$ cat src/rtl/fra_pkg.sv
`timescale 1ns / 1ps
// ----------------------------------------------------------------------------
// fra_pkg
// Item types, operation and status codes, and sequencer states for the
// fraction arithmetic and reduction unit.
// ----------------------------------------------------------------------------
package fra_pkg;

    localparam int unsigned IN_BITS = 16;

    localparam logic [1:0] OP_ADD = 2'd0;
    localparam logic [1:0] OP_SUB = 2'd1;
    localparam logic [1:0] OP_MUL = 2'd2;
    localparam logic [1:0] OP_DIV = 2'd3;

    localparam logic [1:0] ST_OK       = 2'd0;
    localparam logic [1:0] ST_ZERO_DEN = 2'd1;
    localparam logic [1:0] ST_ZERO_NUM = 2'd2;

    typedef struct packed {
        logic [1:0]                 req_type;
        logic signed [IN_BITS-1:0]  a_num;
        logic signed [IN_BITS-1:0]  a_den;
        logic signed [IN_BITS-1:0]  b_num;
        logic signed [IN_BITS-1:0]  b_den;
    } in_item_t;

    typedef struct packed {
        logic signed [32:0] res_num;
        logic signed [31:0] res_den;
        logic [1:0]         status;
    } out_item_t;

    typedef enum logic [3:0] {
        S_IDLE,
        S_MUL0,
        S_MUL1,
        S_MUL2,
        S_PREP,
        S_CHECK,
        S_GCD,
        S_DIVN,
        S_DIVD,
        S_FIN
    } state_t;

endpackage

$ cat src/rtl/fraction_arith_reduce_unit.sv
`timescale 1ns / 1ps
// ----------------------------------------------------------------------------
// fraction_arith_reduce_unit
// Adds, subtracts, multiplies or divides two signed fractions and, when
// neither part is zero, reduces the result by the gcd of both parts.
// ----------------------------------------------------------------------------
// One item at a time. An item is taken in the idle state, its products are
// formed on the shared multiplier (S_MUL0 to S_MUL2), the result is combined
// and classified (S_PREP, S_CHECK), reduced by binary gcd (one
// compare/subtract/shift per cycle, a subtract always followed by at least one
// shift) and divided by the gcd in the shared restoring divider (numerator,
// then denominator), and handed over in S_FIN, which waits while an earlier
// result is still unread. When a part of the result is zero, the gcd and the
// divider are skipped. in_ready is high only while the unit is idle; a
// finished item waits in the output register, so the next item can be taken
// before the last one is read.
// ----------------------------------------------------------------------------
module fraction_arith_reduce_unit #(
    parameter int OPERAND_BITS = 16
) (
    input  logic                 clk,
    input  logic                 rst_n,
    input  logic                 in_valid,
    output logic                 in_ready,
    input  fra_pkg::in_item_t    in_item,
    output logic                 out_valid,
    input  logic                 out_ready,
    output fra_pkg::out_item_t   out_item
);
    import fra_pkg::*;

    localparam int OW   = OPERAND_BITS;
    localparam int PW   = 2 * OW;          // product width
    localparam int NW   = PW + 1;          // combined numerator width
    localparam int MAGW = PW;              // magnitude width
    localparam int KW   = $clog2(MAGW + 1);
    localparam int CW   = $clog2(MAGW);
    localparam logic [CW-1:0] CNT_LAST = CW'(MAGW - 1);

    // operand: low OW bits of the input field, sign extended from bit OW-1
    function automatic logic signed [OW-1:0] ext_op(input logic [IN_BITS-1:0] raw);
        logic [OW+IN_BITS-1:0] wide;
        wide = {{OW{1'b0}}, raw};
        return $signed(wide[OW-1:0]);
    endfunction

    state_t state_reg, state_next;

    logic               out_valid_reg, out_valid_next;
    out_item_t          out_item_reg, out_item_next;

    logic [1:0]         op_reg, op_next;
    logic signed [OW-1:0] an_reg, an_next, ad_reg, ad_next;
    logic signed [OW-1:0] bn_reg, bn_next, bd_reg, bd_next;
    logic signed [PW-1:0] t0_reg, t0_next, t1_reg, t1_next, d_reg, d_next;
    logic signed [NW-1:0] num_reg, num_next;
    logic signed [PW-1:0] den_reg, den_next;
    logic [1:0]         stat_reg, stat_next;
    logic               neg_reg, neg_next;
    logic [MAGW-1:0]    x_reg, x_next, y_reg, y_next;
    logic [MAGW-1:0]    nmag_reg, nmag_next, dmag_reg, dmag_next;
    logic [MAGW-1:0]    g_reg, g_next;
    logic [KW-1:0]      k_reg, k_next;
    logic [MAGW:0]      rem_reg, rem_next;
    logic [MAGW-1:0]    quo_reg, quo_next;
    logic [CW-1:0]      cnt_reg, cnt_next;

    // shared multiplier
    logic signed [OW-1:0] mul_a, mul_b;
    logic signed [PW-1:0] prod;

    always_comb
    begin
        case (state_reg)
            S_MUL0:
            begin
                mul_a = an_reg;
                mul_b = (op_reg == OP_MUL) ? bn_reg : bd_reg;
            end
            S_MUL1:
            begin
                mul_a = bn_reg;
                mul_b = ad_reg;
            end
            default:
            begin
                mul_a = ad_reg;
                mul_b = (op_reg == OP_DIV) ? bn_reg : bd_reg;
            end
        endcase
    end

    assign prod = mul_a * mul_b;

    // combine and magnitude logic
    logic signed [NW-1:0] t0_ext, t1_ext, num_comb, num_neg;
    logic signed [PW-1:0] den_neg;

    assign t0_ext  = {t0_reg[PW-1], t0_reg};
    assign t1_ext  = {t1_reg[PW-1], t1_reg};
    assign num_neg = -num_reg;
    assign den_neg = -den_reg;

    always_comb
    begin
        case (op_reg)
            OP_ADD:  num_comb = t0_ext + t1_ext;
            OP_SUB:  num_comb = t0_ext - t1_ext;
            default: num_comb = t0_ext;
        endcase
    end

    // shared restoring divider step
    logic [MAGW:0]   div_shift, div_sub;
    logic            div_ge;
    logic [MAGW:0]   div_rem;
    logic [MAGW-1:0] div_quo;

    assign div_shift = {rem_reg[MAGW-1:0], quo_reg[MAGW-1]};
    assign div_ge    = div_shift >= {1'b0, g_reg};
    assign div_sub   = div_shift - {1'b0, g_reg};
    assign div_rem   = div_ge ? div_sub : div_shift;
    assign div_quo   = {quo_reg[MAGW-2:0], div_ge};

    // result formatting
    logic signed [MAGW:0] qn_signed;
    logic signed [63:0]   qn_wide, raw_wide;
    logic [63:0]          qd_wide;

    assign qn_signed = neg_reg ? -$signed({1'b0, x_reg}) : $signed({1'b0, x_reg});
    assign qn_wide   = {{(64 - MAGW - 1){qn_signed[MAGW]}}, qn_signed};
    assign raw_wide  = {{(64 - NW){num_reg[NW-1]}}, num_reg};
    assign qd_wide   = {{(64 - MAGW){1'b0}}, quo_reg};

    assign in_ready  = (state_reg == S_IDLE);
    assign out_valid = out_valid_reg;
    assign out_item  = out_item_reg;

    always_comb
    begin
        state_next     = state_reg;
        out_valid_next = out_valid_reg;
        out_item_next  = out_item_reg;
        op_next   = op_reg;
        an_next   = an_reg;
        ad_next   = ad_reg;
        bn_next   = bn_reg;
        bd_next   = bd_reg;
        t0_next   = t0_reg;
        t1_next   = t1_reg;
        d_next    = d_reg;
        num_next  = num_reg;
        den_next  = den_reg;
        stat_next = stat_reg;
        neg_next  = neg_reg;
        x_next    = x_reg;
        y_next    = y_reg;
        nmag_next = nmag_reg;
        dmag_next = dmag_reg;
        g_next    = g_reg;
        k_next    = k_reg;
        rem_next  = rem_reg;
        quo_next  = quo_reg;
        cnt_next  = cnt_reg;

        if (out_valid_reg && out_ready)
        begin
            out_valid_next = 1'b0;
        end

        case (state_reg)
            S_IDLE:
            begin
                if (in_valid)
                begin
                    op_next    = in_item.req_type;
                    an_next    = ext_op(in_item.a_num);
                    ad_next    = ext_op(in_item.a_den);
                    bn_next    = ext_op(in_item.b_num);
                    bd_next    = ext_op(in_item.b_den);
                    state_next = S_MUL0;
                end
            end
            S_MUL0:
            begin
                t0_next    = prod;
                state_next = S_MUL1;
            end
            S_MUL1:
            begin
                t1_next    = prod;
                state_next = S_MUL2;
            end
            S_MUL2:
            begin
                d_next     = prod;
                state_next = S_PREP;
            end
            S_PREP:
            begin
                num_next   = num_comb;
                den_next   = d_reg;
                state_next = S_CHECK;
            end
            S_CHECK:
            begin
                nmag_next = num_reg[NW-1] ? num_neg[MAGW-1:0] : num_reg[MAGW-1:0];
                dmag_next = den_reg[PW-1] ? den_neg : den_reg;
                x_next    = nmag_next;
                y_next    = dmag_next;
                k_next    = '0;
                neg_next  = num_reg[NW-1] ^ den_reg[PW-1];
                if (den_reg == '0)
                begin
                    stat_next  = ST_ZERO_DEN;
                    state_next = S_FIN;
                end
                else if (num_reg == '0)
                begin
                    stat_next  = ST_ZERO_NUM;
                    state_next = S_FIN;
                end
                else
                begin
                    stat_next  = ST_OK;
                    state_next = S_GCD;
                end
            end
            S_GCD:
            begin
                // binary gcd: one shift or one subtract per cycle
                if (x_reg == y_reg)
                begin
                    g_next     = x_reg << k_reg;
                    quo_next   = nmag_reg;
                    rem_next   = '0;
                    cnt_next   = '0;
                    state_next = S_DIVN;
                end
                else if (!x_reg[0] && !y_reg[0])
                begin
                    x_next = x_reg >> 1;
                    y_next = y_reg >> 1;
                    k_next = k_reg + KW'(1);
                end
                else if (!x_reg[0])
                begin
                    x_next = x_reg >> 1;
                end
                else if (!y_reg[0])
                begin
                    y_next = y_reg >> 1;
                end
                else if (x_reg > y_reg)
                begin
                    x_next = x_reg - y_reg;
                end
                else
                begin
                    y_next = y_reg - x_reg;
                end
            end
            S_DIVN:
            begin
                rem_next = div_rem;
                quo_next = div_quo;
                cnt_next = cnt_reg + CW'(1);
                if (cnt_reg == CNT_LAST)
                begin
                    x_next     = div_quo;     // reduced numerator magnitude
                    quo_next   = dmag_reg;
                    rem_next   = '0;
                    cnt_next   = '0;
                    state_next = S_DIVD;
                end
            end
            S_DIVD:
            begin
                rem_next = div_rem;
                quo_next = div_quo;
                cnt_next = cnt_reg + CW'(1);
                if (cnt_reg == CNT_LAST)
                begin
                    state_next = S_FIN;
                end
            end
            S_FIN:
            begin
                if (!out_valid_reg || out_ready)
                begin
                    out_valid_next       = 1'b1;
                    out_item_next.status = stat_reg;
                    case (stat_reg)
                        ST_ZERO_DEN:
                        begin
                            out_item_next.res_num = raw_wide[32:0];
                            out_item_next.res_den = '0;
                        end
                        ST_ZERO_NUM:
                        begin
                            out_item_next.res_num = '0;
                            out_item_next.res_den = 32'sd1;
                        end
                        default:
                        begin
                            out_item_next.res_num = qn_wide[32:0];
                            out_item_next.res_den = qd_wide[31:0];
                        end
                    endcase
                    state_next = S_IDLE;
                end
            end
            default:
            begin
                state_next = S_IDLE;
            end
        endcase
    end

    always_ff @(posedge clk or negedge rst_n)
    begin
        if (!rst_n)
        begin
            state_reg     <= S_IDLE;
            out_valid_reg <= 1'b0;
        end
        else
        begin
            state_reg     <= state_next;
            out_valid_reg <= out_valid_next;
        end
    end

    always_ff @(posedge clk)
    begin
        out_item_reg <= out_item_next;
        op_reg   <= op_next;
        an_reg   <= an_next;
        ad_reg   <= ad_next;
        bn_reg   <= bn_next;
        bd_reg   <= bd_next;
        t0_reg   <= t0_next;
        t1_reg   <= t1_next;
        d_reg    <= d_next;
        num_reg  <= num_next;
        den_reg  <= den_next;
        stat_reg <= stat_next;
        neg_reg  <= neg_next;
        x_reg    <= x_next;
        y_reg    <= y_next;
        nmag_reg <= nmag_next;
        dmag_reg <= dmag_next;
        g_reg    <= g_next;
        k_reg    <= k_next;
        rem_reg  <= rem_next;
        quo_reg  <= quo_next;
        cnt_reg  <= cnt_next;
    end

endmodule
$ cat config.mk
export PLATFORM = sky130hd
export DESIGN_NAME = fraction_arith_reduce_unit
export DESIGN_NICKNAME = d
export VERILOG_FILES = /design/src/rtl/fra_pkg.sv /design/src/rtl/fraction_arith_reduce_unit.sv
export SDC_FILE = /design/constraint.sdc
export NUM_CORES = 2
export LEC_CHECK = 0
export BUFFER_PORTS_ARGS = -buffer_cell sky130_fd_sc_hd__buf_2
export CAP_MARGIN = 40
export CORE_MARGIN = 5
export CORE_UTILIZATION = 35
export CTS_CLUSTER_SIZE = 25
export DETAILED_ROUTE_END_ITERATION = 7
export GPL_TIMING_DRIVEN = 0
export MAX_ROUTING_LAYER = met4
export SYNTH_ARGS = -nofsm -noshare
export SYNTH_HDL_FRONTEND = slang
export SYNTH_SLANG_ARGS = --single-unit
$ cat constraint.sdc
create_clock -name clk -period 13.1 [get_ports clk]
set_input_delay 0.655 -clock clk [delete_from_list [all_inputs] [get_ports clk]]
set_output_delay 0.655 -clock clk [all_outputs]
set_load 0.01 [all_outputs]
After elaboration in Yosys (flattened, before gate mapping). Cells that the tools add are included.

$mul: 1. Equality and inequality tests: 27. Shifts and indexed selects: 1. $add $sub $neg: 10. Bitwise operators: 1. Reductions and logical operators: 23. Multiplexer cells: 47. Magnitude comparators: 2.

Operators with widths (count): two-way mux 32 bit (18); case mux 32 bit (3 select lines) (3); case mux 65 bit (2 select lines) (1); subtractor 32 bit (3); case mux 33 bit (2 select lines) (1); negation 32 bit (2); case mux 16 bit (2 select lines) (2); case mux 32 bit (2 select lines) (1); case mux 4 bit (10 select lines) (1); adder 32 x 32 -> 33 bit (1); greater-or-equal comparator 33 x 32 -> 1 bit (1); logical NOT 33 bit (1); two-way mux 33 bit (1); negation 32 -> 33 bit (1); subtractor 32 x 32 -> 33 bit (1); equality test 32 bit (1); > comparator 32 bit (1); logical NOT 32 bit (1); multiplier 16 x 16 -> 32 bit (1); two-way mux 16 bit (2); left shift 32 x 6 -> 32 bit (1); two-way mux 4 bit (7); equality test 4 x 3 -> 1 bit, second input constant (4); case mux 5 bit (3 select lines) (1); other kinds (28) (55).

Input bits: 70. Output and inout port bits: 69. Flip-flop bits (word level): 537.

Logic depth before layout (Yosys ltp).
Depth after elaboration: 7. Gate-level depth with buffers: 34. Depth with buffers taken out: 31.

Least setup slack after synthesis. OpenSTA, ideal clock, no wires.

Path type: register to register. From: register state_reg[0]. To: register d_reg[30] (data pin). Arrival: 8382 ps. Buffers on the path: 5. Stages on the path, launching flop included: 31. Library setup time: 269 ps. Slack: 4449 ps. Cell sequence: dfrtp_1 clkbuf_1 nand2b_1 nor3_1 clkbuf_1 buf_1 buf_1 nand2_1 o221ai_1 clkbuf_1 nand2_1 fa_1 inv_1 fa_1 fa_1 fa_1 fa_1 inv_1 fa_1 inv_1 ha_1 a21o_1 a21o_1 a21oi_1 o21ai_0 or3_1 a221oi_1 o31ai_1 nor3_1 o21bai_1 xor2_1.

Cells in the longest elaborated chain, start to end: 3. Elaborated cells between the ends (all ways): 5. Classes of those cells: 1 x mul; 2 x eq/ne; 2 x mux.

Ends and longest elaborated chain: from (decl) (RTL line fraction_arith_reduce_unit.sv:47) `state_t state_reg, state_next;`; from (signal assigned) (RTL line fraction_arith_reduce_unit.sv:329) `state_reg <= state_next;`; equality test 4 x 2 -> 1 bit or equality test 4 x 1 -> 1 bit (tied branches) (RTL line fraction_arith_reduce_unit.sv:74) `case (state_reg)`; case mux 16 bit (2 select lines) (RTL line fraction_arith_reduce_unit.sv:74); multiplier 16 x 16 -> 32 bit (*) (RTL line fraction_arith_reduce_unit.sv:93) `assign prod = mul_a * mul_b;`; via prod[30] (RTL line fraction_arith_reduce_unit.sv:70) `logic signed [PW-1:0] prod;`; to (signal assigned) (RTL line fraction_arith_reduce_unit.sv:344) `d_reg <= d_next;`; to (decl) (RTL line fraction_arith_reduce_unit.sv:55) `logic signed [PW-1:0] t0_reg, t0_next, t1_reg, t1_next, d_reg, d_next;`.

Mark *: on every way through the listed nets, which the timed path passes. The rest lies on a longest branch. A chain may end at the register's enable or synchronous reset.

Worst setup path after layout.
From: register state_reg[0]. To: register t0_reg[30] (data pin).

Cells in the longest elaborated chain, start to end: 3. Elaborated cells between the ends (all ways): 5. Classes of those cells: 1 x mul; 2 x eq/ne; 2 x mux.

Ends and longest elaborated chain: equality test 4 x 2 -> 1 bit or equality test 4 x 1 -> 1 bit (tied branches) (RTL line fraction_arith_reduce_unit.sv:74); case mux 16 bit (2 select lines) (RTL line fraction_arith_reduce_unit.sv:74); multiplier 16 x 16 -> 32 bit (*) (RTL line fraction_arith_reduce_unit.sv:93); via prod[30] (RTL line fraction_arith_reduce_unit.sv:70); to (signal assigned) (RTL line fraction_arith_reduce_unit.sv:342) `t0_reg <= t0_next;`; to (decl) (RTL line fraction_arith_reduce_unit.sv:55).

Marks and branches as above.

==> impl_metrics.tcl <==
set metrics [dict create \
    netlist_top_cells_area "edfxtp_1 (38%), fa_1 (13%), ha_1 (6.6%), nand2_1 (4.8%), inv_1 (4.1%)" \
    synth_warnings 0 \
    slew_headroom 0.309 \
    routed-via-count 32900 \
    reg2reg_from "state_reg[0]" \
    synth_ff_type "edfxtp_1" \
    seq_area_frac_synth 0.386 \
    drv_slew 0 \
    final_cell_count_no_fill 6104 \
    synth_top_area_cell "edfxtp_1" \
    synthTopCellsByCount "nand2_1 (539), edfxtp_1 (532), inv_1 (453)" \
    ys_async_sr_fraction 0.00931 \
    critPathCapture "t0_reg[30]" \
    die_h_um 355 \
    fin_crit_ns 10.42 \
    initialDrtViolationCount 2726 \
    cts_max_level 3 \
    syn_avg_cell_area_um2 9.81 \
    hp-class "in -> reg" \
    synth.distinct_cells 79 \
    fin_area_um2 47200 \
    grt_setup_unrepaired "no" \
    cts.repair.resized 0 \
    clock-root-buffer "clkbuf_16" \
    largest_reg_flops 67 \
    yosys.area_share.simple 0.140 \
    drive_above_1_share 0.0804 \
    setup_violations 0 \
    drv_cap 0 \
    synth.area.mux_share 0.0219 \
    worstSetupPathType "reg -> reg" \
    synth_fa_ha_area_frac 0.193 \
    ys_ff_latch 537 \
    routabilityCongestion 0.990 \
    gr-total-overflow 0 \
    worstPathArrival_ns 10.84 \
    ff2ff_path_depth 29 \
    grt_antenna_before_repair 6 \
    cts_max_path_buffers 3 \
    worstSetupStartpoint "state_reg[0]" \
    path_clk_slew_ns 0.07 \
    insertion_delay_ns 0.65 \
    critPathLaunchType "flip-flop" \
    drc_errors 0 \
    synth_cells 4255 \
    syn2layout_area_growth_pct 13.1 \
    worstMarginPinSlew_ns 1.02 \
    slowest_stage "fa_1" \
    cp_data_required_time_ns 13.53 \
    outcome "finished clean" \
    synth_compound_area_frac 0.143 \
    fin_crit_sh 0.795 \
    syn-cell-area_um2 41800 \
    crit_path_frequent_cell "fa_1" \
    hpwl_um 113000 \
    placed_cells 5981 \
    synth.most_common_cell "nand2_1" \
    design.core.area_um2 118000 \
    hold_viol 0 \
    max_stage_delay_ns 0.87 \
    numCtsBuffers 67 \
    synth_edf_count 532 \
    wl_per_cell_um 22.5 \
    rrSetupSlack_ns 2.68 \
    first_global_vias 33300 \
    grt_max_degree 67 \
    synth_top_area_frac 0.383 \
    ant_nets 0 \
    clock_skew_ns 0.0297 \
    synth_top_family_by_area "adder cells" \
    r2r-end "t0_reg[30]" \
    rows 126 \
    synth-xor-area-share 0.0560 \
    via_per_inst 5.38 \
    drt_wl_total_um 138000 \
    portBuffers 138 \
    post-cts-setup-buffer-count 0 \
    die_w_um 355 \
    start_util 0.353 \
    clkSinkCount 537 \
    setup.worst_path.end_class "flip-flop" \
    drtPass1Iterations 8 \
    nets 5073 \
    grt_pass1_wl_um 205000 \
    grt.total_usage 0.220 \
    fmax_mhz 96.0 \
    synth_nets 4810 \
    dpl_cell_area_um2 45000 \
    ios 139 \
    die-area_um2 126000 \
    crit_fanout 10 \
    cts_tree "built" \
]
-- worst max-delay path: cells and delay by family, from the launching register on --
family,cells,cell delay [ns]
XOR/XNOR,1,0.27
buffers and inverters,8,2.30
AO/OA/AOI/OAI,3,0.83
AND/OR/NAND/NOR,10,2.67
flip-flops,1,0.35
adder cells (fa/ha/maj),7,3.77
-- worst min path at each step --
stage,endpoint,startpoint,depth (start not counted)
global route,bn_reg[11],in_item[27],1
finish,bn_reg[11],in_item[27],1
global placement,den_reg[10],d_reg[10],0
CTS,bn_reg[11],in_item[27],1
detailed placement,den_reg[15],d_reg[15],0
floorplan,out_valid,rst_n,0
-- cell families after synthesis --
| logic type | after synthesis |
|---|---|
| AOI/OAI and AO/OA | 935 |
| muxes | 73 |
| xor gates and xnor gates | 267 |
| DFF | 537 |
| buffers and inverters | 669 |
| adders and majority gates | 485 |
| and+or+nand+nor | 1289 |
-- area by class of cell --
class	count	area [um2]
Antenna cell	2	5.00
Buffer	212	801
Inverter	457	1720
Multi-Input combinational cell	3049	23200
Tap cell	1536	1920
Sequential cell	537	16100
Fill cell	11600	71000
Clock inverter	39	482
Timing Repair Buffer	194	1290
Clock buffer	78	1720
-- per-stage QoR --
stage / setup TNS, ns / util / setup slack (ns) / hold WS, ns
2_1_floorplan: 0 / - / 4.45 / 0.359
5_1_grt: 0 / 0.399 / 2.00 / 0.153
3_5_place_dp: 0 / 0.381 / 2.65 / 0.406
4_1_cts: 0 / 0.399 / 2.60 / 0.145
6_report: 0 / 0.399 / 2.68 / 0.186
3_3_place_gp: -6.07 / 0.375 / -0.109 / 0.402
-- routing by layer --
metal	global-route usage	part of all wire	up-vias	routed length [um]
met4	0.120	0.065	0	8980
met2	0.382	0.49	1273	67700
met5	-	0	-	0
met1	0.247	0.39	15900	53200
li1	-	-	15300	-
met3	0.0301	0.056	388	7690
-- cell usage in the layout (no fill, tap or decap), drive strengths merged, types with 217 or more instances in the layout --
cell type  synthesis  final
a21oi            261    261
buf               26    218
clkbuf           186    264
edfxtp           532    532
fa               266    266
ha               219    219
inv              455    463
nand2            539    539
nor2             331    331
o21ai            217    217
-- timing repair --
action                                  in CTS  in global routing
endpoints found under the hold margin        5                  0
endpoints found under the setup margin       0                  0
hold buffers                                 1                  0
Power is not shown: default switching activity piles up to over one toggle a cycle in this logic, so the estimate is an artifact.
